[src/rtl/pwbp_pkg.sv]
package pwbp_pkg;

  localparam int MAX_BLOCKS      = 1024;
  localparam int PRIORITY_LEVELS = 4;
  localparam int IDX_W           = 10;  // block index
  localparam int CNT_W           = 11;  // counts, sizes, register values
  localparam int PRIO_W          = 2;
  localparam int CFG_IDX_W       = 3;
  localparam int PROD_W          = 2 * CNT_W;

  typedef enum logic [1:0] {
    ACT_ALLOC = 2'd0,
    ACT_FREE  = 2'd1,
    ACT_GC    = 2'd2,
    ACT_INIT  = 2'd3
  } action_t;

  typedef enum logic [2:0] {
    ST_OK           = 3'd0,
    ST_WATERMARK    = 3'd1,
    ST_EXHAUSTED    = 3'd2,
    ST_NOT_IN_POOL  = 3'd3,
    ST_DOUBLE_FREE  = 3'd4,
    ST_GC_SKIPPED   = 3'd5,
    ST_INIT_REFUSED = 3'd6
  } status_t;

  typedef enum logic [CFG_IDX_W-1:0] {
    CFG_BLOCKS_PER_CHUNK = 3'd0,
    CFG_MIN_CHUNKS       = 3'd1,
    CFG_MAX_CHUNKS       = 3'd2,
    CFG_MAX_BLOCKS       = 3'd3,
    CFG_WATERMARK_0      = 3'd4,
    CFG_WATERMARK_1      = 3'd5,
    CFG_WATERMARK_2      = 3'd6,
    CFG_WATERMARK_3      = 3'd7
  } cfg_idx_t;

  typedef struct packed {
    logic [CNT_W-1:0]                      blocks_per_chunk;
    logic [CNT_W-1:0]                      min_chunks;
    logic [CNT_W-1:0]                      max_chunks;
    logic [CNT_W-1:0]                      max_blocks;
    logic [PRIORITY_LEVELS-1:0][CNT_W-1:0] watermark;
  } cfg_t;

  typedef struct packed {
    action_t           action;
    logic [PRIO_W-1:0] priority_req;
    logic [IDX_W-1:0]  block_index;
  } req_t;

  typedef struct packed {
    status_t          status;
    logic [IDX_W-1:0] granted_index;
    logic [CNT_W-1:0] pool_blocks;
    logic [CNT_W-1:0] free_blocks;
  } rsp_t;

endpackage

[src/rtl/pwbp_cfg.sv]
module pwbp_cfg (
  input  logic                             clk,
  input  logic                             rst_n,
  input  logic                             cfg_valid,
  output logic                             cfg_ready,
  input  logic [pwbp_pkg::CFG_IDX_W-1:0]   cfg_index,
  input  logic [pwbp_pkg::CNT_W-1:0]       cfg_data,
  output pwbp_pkg::cfg_t                   cfg
);

  pwbp_pkg::cfg_t cfg_r;
  pwbp_pkg::cfg_t cfg_nxt;

  assign cfg_ready = 1'b1;
  assign cfg       = cfg_r;

  always_comb begin
    cfg_nxt = cfg_r;
    if (cfg_valid) begin
      case (pwbp_pkg::cfg_idx_t'(cfg_index))
        pwbp_pkg::CFG_BLOCKS_PER_CHUNK: cfg_nxt.blocks_per_chunk = cfg_data;
        pwbp_pkg::CFG_MIN_CHUNKS:       cfg_nxt.min_chunks       = cfg_data;
        pwbp_pkg::CFG_MAX_CHUNKS:       cfg_nxt.max_chunks       = cfg_data;
        pwbp_pkg::CFG_MAX_BLOCKS:       cfg_nxt.max_blocks       = cfg_data;
        pwbp_pkg::CFG_WATERMARK_0:      cfg_nxt.watermark[0]     = cfg_data;
        pwbp_pkg::CFG_WATERMARK_1:      cfg_nxt.watermark[1]     = cfg_data;
        pwbp_pkg::CFG_WATERMARK_2:      cfg_nxt.watermark[2]     = cfg_data;
        pwbp_pkg::CFG_WATERMARK_3:      cfg_nxt.watermark[3]     = cfg_data;
        default: cfg_nxt = cfg_r;
      endcase
    end
  end

  always_ff @(posedge clk) begin
    if (!rst_n) begin
      cfg_r.blocks_per_chunk <= pwbp_pkg::CNT_W'(64);
      cfg_r.min_chunks       <= pwbp_pkg::CNT_W'(1);
      cfg_r.max_chunks       <= pwbp_pkg::CNT_W'(16);
      cfg_r.max_blocks       <= pwbp_pkg::CNT_W'(pwbp_pkg::MAX_BLOCKS);
      for (int i = 0; i < pwbp_pkg::PRIORITY_LEVELS; i++) begin
        cfg_r.watermark[i] <= pwbp_pkg::CNT_W'(pwbp_pkg::MAX_BLOCKS);
      end
    end else begin
      cfg_r <= cfg_nxt;
    end
  end

endmodule

[config.mk]
export PLATFORM = sky130hd
export DESIGN_NAME = pwbp_cfg
export DESIGN_NICKNAME = d
export VERILOG_FILES = /design/src/rtl/pwbp_pkg.sv /design/src/rtl/pwbp_cfg.sv
export SDC_FILE = /design/constraint.sdc
export NUM_CORES = 1
export LEC_CHECK = 0
export BUFFER_PORTS_ARGS = -buffer_cell sky130_fd_sc_hd__buf_2
export CORE_MARGIN = 3
export CORE_UTILIZATION = 50
export CTS_CLUSTER_DIAMETER = 60
export DETAILED_ROUTE_END_ITERATION = 8
export GPL_TIMING_DRIVEN = 0
export PLACE_DENSITY = 0.8
export SETUP_SLACK_MARGIN = 0.4
export SLEW_MARGIN = 20
export SYNTH_ARGS = -nofsm -noshare
export SYNTH_HDL_FRONTEND = slang
export SYNTH_SLANG_ARGS = --single-unit
[constraint.sdc]
create_clock -name clk -period 1.6 [get_ports clk]
set_clock_uncertainty 0.2 [all_clocks]
set_input_delay 0.08 -clock clk [delete_from_list [all_inputs] [get_ports clk]]
set_output_delay 0.08 -clock clk [all_outputs]
set_load 0.02 [all_outputs]
# ---- Word-level counts from Yosys, hierarchy flattened
# Cells that the tools add are included.
dict set report totals {
  regBits 88
  latch_bits 0
  ramBits 0
  romBits 0
  output_inout_bits 89
  word_cells 24
  mem_count 0
}
dict set report op_classes {
  n_addsub 0
  n_mul 0
  div_mod_pow 0
  magnitude_cmp 0
  eq_ne 7
  n_shift 0
  n_mux 0
  bitwise 0
  n_reduce_logical 9
}
# op n
set ops {}
lappend ops {{2-bit AND reduction} 8}
lappend ops {{3-bit equality test, second input constant} 4}
lappend ops {{3-bit by 2-bit equality test with 1-bit output, second input constant} 2}
lappend ops {{3-bit by 1-bit equality test with 1-bit output, second input constant} 1}
lappend ops {{3-bit zero test} 1}

# ---- Depth between registers and ports, before layout
# Gate-level depths: netlist of run 1.
dict set report logic_depth {
  ltp_word 2
  depth_mapped 4
}

# ---- Worst setup path after synthesis of run 1
# No wires, ideal clock.
dict set report synth_path {
  path_kind {input to register}
  from {input cfg_index[0] (netlist bit)}
  to {register cfg_r (netlist bit cfg[78])}
  arrival_ns 0.949
  path_slack_ns 0.325
  cell_stages 3
  n_path_buf 1
  path_cell_list {or4b_1 -> buf_4 -> mux2i_1}
}
dict set report synth_via {
  elab_chain_cells 2
}
# item line
set synth_lines {}
lappend synth_lines {{start: declaration} pwbp_cfg.sv:6} ;# input logic [pwbp_pkg::CFG_IDX_W-1:0] cfg_index,
lappend synth_lines {{3-bit zero test} pwbp_cfg.sv:20} ;# case (pwbp_pkg::cfg_idx_t'(cfg_index))
lappend synth_lines {{2-bit AND reduction (no line)} -}
lappend synth_lines {{end signal: assignment} pwbp_cfg.sv:44} ;# cfg_r <= cfg_nxt;
lappend synth_lines {{end: declaration} pwbp_cfg.sv:11} ;# pwbp_pkg::cfg_t cfg_r;
# No other way between the ends.
# A chain may end at the register's enable or synchronous reset.

# ---- Worst setup path after layout of run 1
dict set report layout_path {
  from {register cfg_r (netlist bit cfg[78])}
  to {output cfg[78] (netlist bit)}
}
# item line
set layout_lines {}
lappend layout_lines {{end: declaration} pwbp_cfg.sv:8} ;# output pwbp_pkg::cfg_t cfg
# No word-level cell between the ends.

==> results.sh, run 1 <==
export IMPL_rrSetupSlack_ns=0.75
export IMPL_layout_drive_gt1_share_pct=30.9
export IMPL_drc_errors=0
export IMPL_place_gp_congestion=0.817
export IMPL_netlist_area_sq_um=3230
export IMPL_detailed_place_hpwl_um=5670
export IMPL_hold_end="cfg[77]"
export IMPL_status="finished, violations left"
export IMPL_reg2reg_depth=2
export IMPL_dr_pass1_iters=4
export IMPL_required_ns=1.32
export IMPL_die_area_sq_um=7470
export IMPL_final_min_clock_period_ns=1.17
export IMPL_cts_root_buf="clkbuf_8"
export IMPL_drtAntennaViolNets=0
export IMPL_holdPathStages=3
export IMPL_startpoint="cfg[78]"
export IMPL_wire_per_inst_um=16.3
export IMPL_syn_inst=308
export IMPL_num_vias=2596
export IMPL_grt_max_degree=14
export IMPL_cts_buffers=9
export IMPL_synth_nets=325
export IMPL_rr_endpoint="cfg[21]"
export IMPL_grt_pass1_wl_um=12900
export IMPL_antennaDiodeCount=0
export IMPL_critPathMaxFanout=2
export IMPL_grt_pass1_vias=2545
export IMPL_area_growth_pct=28.3
export IMPL_fin_crit_sh_pct=73.1
export IMPL_htree_num_levels=3
export IMPL_synth_top_cells_by_count="nand2_1 (91), dfxtp_1 (88), mux2i_1 (88)"
export IMPL_yosysUniqueCellTypes=14
export IMPL_cts_tree="built"
export IMPL_ys_ff_latch=88
export IMPL_p_leak_uw=0.00221
export IMPL_maxSlewViolCount=0
export IMPL_worstHoldStart="cfg_index[0]"
export IMPL_ys_warn_count=0
export IMPL_cts_sinks=88
export IMPL_die_height_um=86.4
export IMPL_max_vdd_ir_drop_mv=0.602
export IMPL_maxSlewHeadroom_pct=64.1
export IMPL_ys_seq_area_share_pct=54.5
export IMPL_synth_main_ff_cell="dfxtp_1"
export IMPL_synth_avg_cell_area_sq_um=10.5
export IMPL_critical_path_buf_inv_count=1
export IMPL_failed_checks="negative hold slack"
export IMPL_synth_top_cell_by_area="dfxtp_1"
export IMPL_fin_setup_tns_ns=0
export IMPL_viasPerCell=5.07
export IMPL_setup_violations=0
export IMPL_clock_latency_ns=0.34
export IMPL_core_area_sq_um=6100
export IMPL_arrival_ns=0.89
export IMPL_port_buffers=103
export IMPL_nFillCells=521
export IMPL_critical_path_cell_chain="buf_2"
export IMPL_cp_slowest_stage_delay_ns=0.36
export IMPL_yosysTopAreaCellShare_pct=54.5
export IMPL_ctsHoldBuffers=10
export IMPL_critical_path_top_delay_family="flip-flops"
export IMPL_grt_overflow_total=0
export IMPL_hold_class="primary input to register"
export IMPL_path_class="register to output pin"
export IMPL_drt_wl_total_um=8320
export IMPL_clock_path_buffers=2
export IMPL_ys_async_sr_fraction_pct=0
export IMPL_start_util_pct=53.0
export IMPL_worstSetupStartpointType="register"
export IMPL_end_kind="output pin"
export IMPL_critical_path_slowest_cell="dfxtp_1"
export IMPL_cap_violations=0
export IMPL_p_per_area_nw_per_um2=981
export IMPL_yosysMostFrequentCell="nand2_1"
export IMPL_hold_viol=1
export IMPL_synth_edf_count=0
export IMPL_num_io_pins=106
export IMPL_nNetsFinal=449
export IMPL_r2r_start="cfg[21]"
export IMPL_tightest_slew_ns=0.538
export IMPL_grt_setup_unrepaired="no"
export IMPL_die_w_um=86.4
export IMPL_grt_usage_pct=22.7
export IMPL_fmax_mhz=855
export IMPL_clk_pin_slew_ns=0.09
export IMPL_first_iter_violations=114
export IMPL_power_uw=4070
export IMPL_antenna_found_initial=0
export IMPL_ys_top_cells_by_area="dfxtp_1 (54%), mux2i_1 (27%), nand2_1 (11%)"
export IMPL_largest_reg_flops=88
export IMPL_holdWs_ns=-0.0693
export IMPL_cts_setup_buffers=0
export IMPL_rows=28
## per-stage QoR
stage,instance area (sq um),std cells,util (%),setup slack [ns],hold WS (ns)
final,4150,512,68.0,0.430,-0.0693
after global routing,4150,512,68.0,0.406,-0.0560
after CTS,4140,512,67.8,0.428,-0.0832
after detailed placement,3850,486,63.2,0.138,0.193
after global placement,3850,486,63.2,0.200,0.157
after floorplan,3240,308,-,0.390,0.0404
## layout make-up
class | instances | area (sq um) | share of cell area [%]
buffer | 20 | 98.8 | 2.38
tap | 75 | 93.8 | 2.26
clock inverter | 2 | 12.5 | 0.302
sequential | 88 | 1760 | 42.5
timing repair buffer | 113 | 616 | 14.8
multi-input combinational | 200 | 1390 | 33.6
clock buffer | 14 | 173 | 4.16
## logic make-up after synthesis
family | share of synthesized area [%]
DFF | 54.5
and+or+nand+nor | 15.3
muxes | 27.2
other | 0.116
buffers and inverters | 2.82
## power by group
group | switching [uW] | internal (uW)
logic | 235 | 129
clock network | 748 | 692
registers | 25.3 | 2240
## worst max-delay path by stage
| stage | to | slack [ns] | cells past startpoint |
|---|---|---|---|
| finish | cfg[78] | 0.43 | 1 |
| floorplan | cfg[78] | 0.39 | 3 |
| global route | cfg[80] | 0.41 | 1 |
| detailed placement | cfg[70] | 0.14 | 4 |
| CTS | cfg[54] | 0.43 | 1 |
| global placement | cfg[84] | 0.20 | 4 |
## layout by cell type, fill, tap and decap left out, types with 2 or more instances in the layout
master / n
dfxtp_1: 88
and4bb_2: 2
clkbuf_2: 3
clkbuf_8: 12
nor2b_1: 11
dlygate4sd3_1: 10
mux2i_1: 88
nand2_1: 89
nand4b_1: 3
nand2_2: 2
buf_2: 110
clkbuf_1: 9
## worst min-delay path, cell delays in order
cell and delay (ns):
buf_2 0.14, or4b_4 0.15, mux2i_1 0.06
## layer usage
metal	global-route usage, %	wire (um)	up-vias
li1	-	-	1271
met1	28.3	3610	1218
met2	37.8	3900	86
met3	4.47	581	21
met4	10.5	225	0
met5	0	0	-
## timing repair
item                       CTS  global route
hold endpoints to repair    20             1
gates resized for setup      0             9
setup endpoints to repair    0            11
No activity file was read; power rests on OpenSTA's default activity.
==> run 2, diff against run 1 <==
- clock period: 1.6 -> 1.2 ns (I/O delays scaled with it)
==> results.sh, run 2 (synthesis gave the netlist of run 1 again) <==
export IMPL_p_clk_share_pct=40.3
export IMPL_power_frac_comb_pct=11.1
export IMPL_num_io_pins=106
export IMPL_failed_checks="negative hold slack"
export IMPL_holdWs_ns=-0.208
export IMPL_path_class="register to output pin"
export IMPL_num_vias=2913
export IMPL_placed_cells=486
export IMPL_detailed_place_hpwl_um=5800
export IMPL_rows=28
export IMPL_critical_path_cell_chain="buf_6"
export IMPL_fin_cells=541
export IMPL_fmax_mhz=904
export IMPL_nNetsFinal=478
export IMPL_die_area_sq_um=7470
export IMPL_port_buffers=103
export IMPL_hold_viol=14
export IMPL_critical_path_buf_inv_count=1
export IMPL_cap_violations=0
export IMPL_seq_power_share_pct=48.6
export IMPL_fin_crit_sh_pct=92.2
export IMPL_cp_slowest_stage_delay_ns=0.37
export IMPL_fin_setup_tns_ns=0
export IMPL_status="finished, violations left"
export IMPL_place_gp_congestion=0.769
export IMPL_maxSlewHeadroom_pct=60.5
export IMPL_worstSetupStartpointType="register"
export IMPL_drt_wl_total_um=11400
export IMPL_first_iter_violations=183
export IMPL_antennaDiodeCount=0
export IMPL_antenna_found_initial=0
export IMPL_critical_path_slowest_cell="dfxtp_2"
export IMPL_clk_pin_slew_ns=0.09
export IMPL_cts_sinks=88
export IMPL_critical_path_top_delay_family="flip-flops"
export IMPL_grt_usage_pct=27.6
export IMPL_required_ns=0.94
export IMPL_maxSlewViolCount=0
export IMPL_clock_path_buffers=2
export IMPL_p_leak_uw=0.00266
export IMPL_core_area_sq_um=6100
export IMPL_die_w_um=86.4
export IMPL_tightest_slew_ns=0.593
export IMPL_largest_reg_flops=88
export IMPL_start_util_pct=53.0
export IMPL_critPathMaxFanout=2
export IMPL_intPower_uw=4770
export IMPL_wire_per_inst_um=21.1
export IMPL_final_cell_mix="buf_6 (121), dfxtp_2 (88), mux2i_1 (86)"
export IMPL_clock_latency_ns=0.35
export IMPL_viasPerCell=5.38
export IMPL_p_per_area_nw_per_um2=1160
export IMPL_grt_overflow_total=0
export IMPL_max_vdd_ir_drop_mv=1.12
export IMPL_end_kind="output pin"
export IMPL_htree_num_levels=3
export IMPL_setup_violations=0
export IMPL_dr_pass1_iters=4
export IMPL_grt_pass1_wl_um=15700
export IMPL_cts_root_buf="clkbuf_8"
export IMPL_grt_max_degree=15
export IMPL_drc_errors=0
export IMPL_grt_setup_unrepaired="yes"
export IMPL_switching_share_pct=24.0
export IMPL_area_growth_pct=67.8
export IMPL_power_switching_uw=1500
export IMPL_cts_buffers=9
export IMPL_cts_tree="built"
export IMPL_final_min_clock_period_ns=1.11
export IMPL_grt_pass1_vias=3026
export IMPL_layout_cells_most_common="buf_6"
export IMPL_drtAntennaViolNets=0
export IMPL_arrival_ns=0.85
export IMPL_layout_drive_gt1_share_pct=61.6
export IMPL_die_height_um=86.4
export IMPL_postLayoutCoreUtil_pct=89.0
export IMPL_hold_class="primary input to register"
run 2: cell types whose count changed in the layout (fill, tap and decap cells not counted), sizes merged:
cell / previous run / this run
clkbuf: 24 / 21
buf: 113 / 152
clkinv: 1 / 2
clkinvlp: 1 / 0
dlygate4sd3: 10 / 0
bufinv: 0 / 3
run 2: worst paths after layout:
| check | start | to | slack (ns) | cells past startpoint |
|---|---|---|---|---|
| setup reg to reg | cfg[81] | cfg[81] | 0.14 | 4 |
| hold / removal | cfg_data[6] | cfg[83] | -0.21 | 3 |
| setup / recovery | cfg[80] | cfg[80] | 0.09 | 1 |
| hold reg to reg | cfg[46] | cfg[46] | 0.27 | 2 |
run 2: repair_timing:
| item | CTS | global route |
|---|---|---|
| hold endpoints to repair | 27 | 17 |
| endpoints found under the setup margin | 137 | 176 |
| cloned | 5 | 1 |
| gates resized for setup | 274 | 44 |
| buffers inserted | 15 | 18 |
| pin swaps | 1 | 2 |
run 2: power groups by stage:
stage | sequential (uW) | clock, uW | combinational, uW
detailed placement | 3090 | 0 | 491
finish | 3050 | 2530 | 697
floorplan | 3160 | 0 | 229
global placement | 3080 | 0 | 482
global route | 3050 | 2640 | 731
CTS | 3040 | 2470 | 628
run 2: layer usage:
| layer | global-route usage (%) | share of wire (%) | up-vias |
|---|---|---|---|
| met3 | 6.27 | 7.3 | 34 |
| li1 | - | - | 1330 |
| met1 | 32.7 | 37 | 1425 |
| met5 | 0 | 0 | - |
| met4 | 11.2 | 3.4 | 0 |
| met2 | 48.1 | 52 | 124 |
run 2: through the flow:
stage | total power [uW] | area, sq um | setup WS, ns | hold slack, ns
after detailed placement | 3580 | 3970 | -0.208 | 0.151
after CTS | 6140 | 5140 | 0.106 | -0.213
after global placement | 3570 | 3970 | -0.186 | 0.137
final | 6270 | 5430 | 0.0941 | -0.208
after floorplan | 3390 | 3360 | 0.00965 | 0.0204
after global routing | 6420 | 5430 | 0.0711 | -0.203
run 2: cell type report:
class | instances | area (sq um)
timing repair buffer | 142 | 1560
sequential | 88 | 1870
multi-input combinational | 200 | 1470
fill | 259 | 669
tap | 75 | 93.8
buffer | 20 | 189
clock inverter | 5 | 104
clock buffer | 11 | 141
==> run 3, diff against run 2 <==
- CORE_MARGIN: 3 -> not set
==> results.sh, run 3 (synthesis gave the netlist of run 1 again) <==
export IMPL_p_leak_uw=0.00268
export IMPL_viasPerCell=5.65
export IMPL_die_w_um=82.4
export IMPL_maxSlewHeadroom_pct=66.3
export IMPL_die_height_um=82.4
export IMPL_area_growth_pct=68.8
export IMPL_tightest_slew_ns=0.504
export IMPL_largest_reg_flops=88
export IMPL_rows=28
export IMPL_antenna_found_initial=0
export IMPL_critical_path_buf_inv_count=1
export IMPL_wire_per_inst_um=22.3
export IMPL_dpl_worst_slack_ns=-0.205
export IMPL_critical_path_cell_chain="buf_6"
export IMPL_hold_class="primary input to register"
export IMPL_placed_cell_area_sq_um=3970
export IMPL_hold_viol=23
export IMPL_critical_path_slowest_cell="dfxtp_2"
export IMPL_grt_pass1_wl_um=14600
export IMPL_final_min_clock_period_ns=1.14
export IMPL_power_uw=6450
export IMPL_worstSetupStartpointType="register"
export IMPL_fin_crit_sh_pct=94.8
export IMPL_grt_usage_pct=30.4
export IMPL_drt_wl_total_um=12100
export IMPL_place_gp_congestion=0.792
export IMPL_failed_checks="negative hold slack"
export IMPL_cts_tree="built"
export IMPL_setup_violations=0
export IMPL_cp_slowest_stage_delay_ns=0.38
export IMPL_register_area_sq_um=1870
export IMPL_dr_pass1_iters=7
export IMPL_grt_setup_unrepaired="yes"
export IMPL_layout_drive_gt1_share_pct=61.7
export IMPL_drtAntennaViolNets=0
export IMPL_start_util_pct=53.3
export IMPL_cap_violations=0
export IMPL_path_class="register to output pin"
export IMPL_critical_path_top_delay_family="flip-flops"
export IMPL_required_ns=0.94
export IMPL_multiInputGateArea_sq_um=1460
export IMPL_p_per_area_nw_per_um2=1180
export IMPL_first_iter_violations=214
export IMPL_arrival_ns=0.88
export IMPL_htree_num_levels=3
export IMPL_status="finished, violations left"
export IMPL_clk_pin_slew_ns=0.10
export IMPL_num_io_pins=106
export IMPL_grt_pass1_vias=2784
export IMPL_max_vdd_ir_drop_mv=1.36
export IMPL_clock_path_buffers=2
export IMPL_cts_buffers=9
export IMPL_core_area_sq_um=6060
export IMPL_end_kind="output pin"
export IMPL_detailed_place_hpwl_um=5520
export IMPL_nFillCells=258
export IMPL_maxSlewViolCount=0
export IMPL_critPathMaxFanout=2
export IMPL_num_vias=3065
export IMPL_final_cell_mix="buf_6 (115), dfxtp_2 (88), mux2i_1 (85)"
export IMPL_fin_cells=542
export IMPL_cts_sinks=88
export IMPL_drc_errors=0
export IMPL_grt_overflow_total=0
export IMPL_cts_root_buf="clkbuf_8"
export IMPL_fmax_mhz=879
export IMPL_placed_cells=486
export IMPL_postLayoutCoreUtil_pct=90.0
export IMPL_grt_max_degree=15
export IMPL_setup_ws_ns=0.0623
export IMPL_nNetsFinal=479
export IMPL_layout_cells_most_common="buf_6"
export IMPL_final_area_sq_um=5460
export IMPL_die_area_sq_um=6790
export IMPL_clock_latency_ns=0.36
export IMPL_port_buffers=103
export IMPL_holdWs_ns=-0.198
export IMPL_antennaDiodeCount=0
[run 3: cell type report]
type,count,area share (%)
Multi-Input combinational cell,200,26.8
Sequential cell,88,34.3
Clock buffer,12,3.03
Timing Repair Buffer,143,28.7
Buffer,20,3.65
Tap cell,75,1.72
Clock inverter,4,1.81
[run 3: final timing paths]
| path | from | end | slack (ns) | cells after the start |
|---|---|---|---|---|
| worst max-delay path | cfg[79] | cfg[79] | 0.06 | 1 |
| worst min-delay path | cfg_data[0] | cfg[66] | -0.20 | 3 |
| worst max register to register | cfg[64] | cfg[64] | 0.16 | 4 |
| worst min register to register | cfg[71] | cfg[71] | 0.27 | 2 |
[run 3: power by group]
part | internal, uW | switching [uW]
logic | 337 | 378
clock network | 1560 | 1120
registers | 2990 | 57.0
[run 3: timing repair]
item | CTS | global route
endpoints found under the setup margin | 159 | 175
buffers inserted | 8 | 24
cloned | 4 | 4
endpoints found under the hold margin | 27 | 20
gates resized for setup | 270 | 48
pin swaps | 2 | 4
[run 3: through the flow]
stage	hold WS, ns	setup TNS, ns
floorplan	0.0204	0
global placement	0.141	-1.84
detailed placement	0.151	-2.49
CTS	-0.216	0
global route	-0.177	0
finish	-0.198	0
[run 3: layer usage]
layer,GRT usage (%),up-vias,wire length (um)
li1,-,1329,-
met1,33.7,1474,4510
met2,52.4,202,6040
met3,9.12,60,965
met4,15.4,0,586
met5,0,-,0
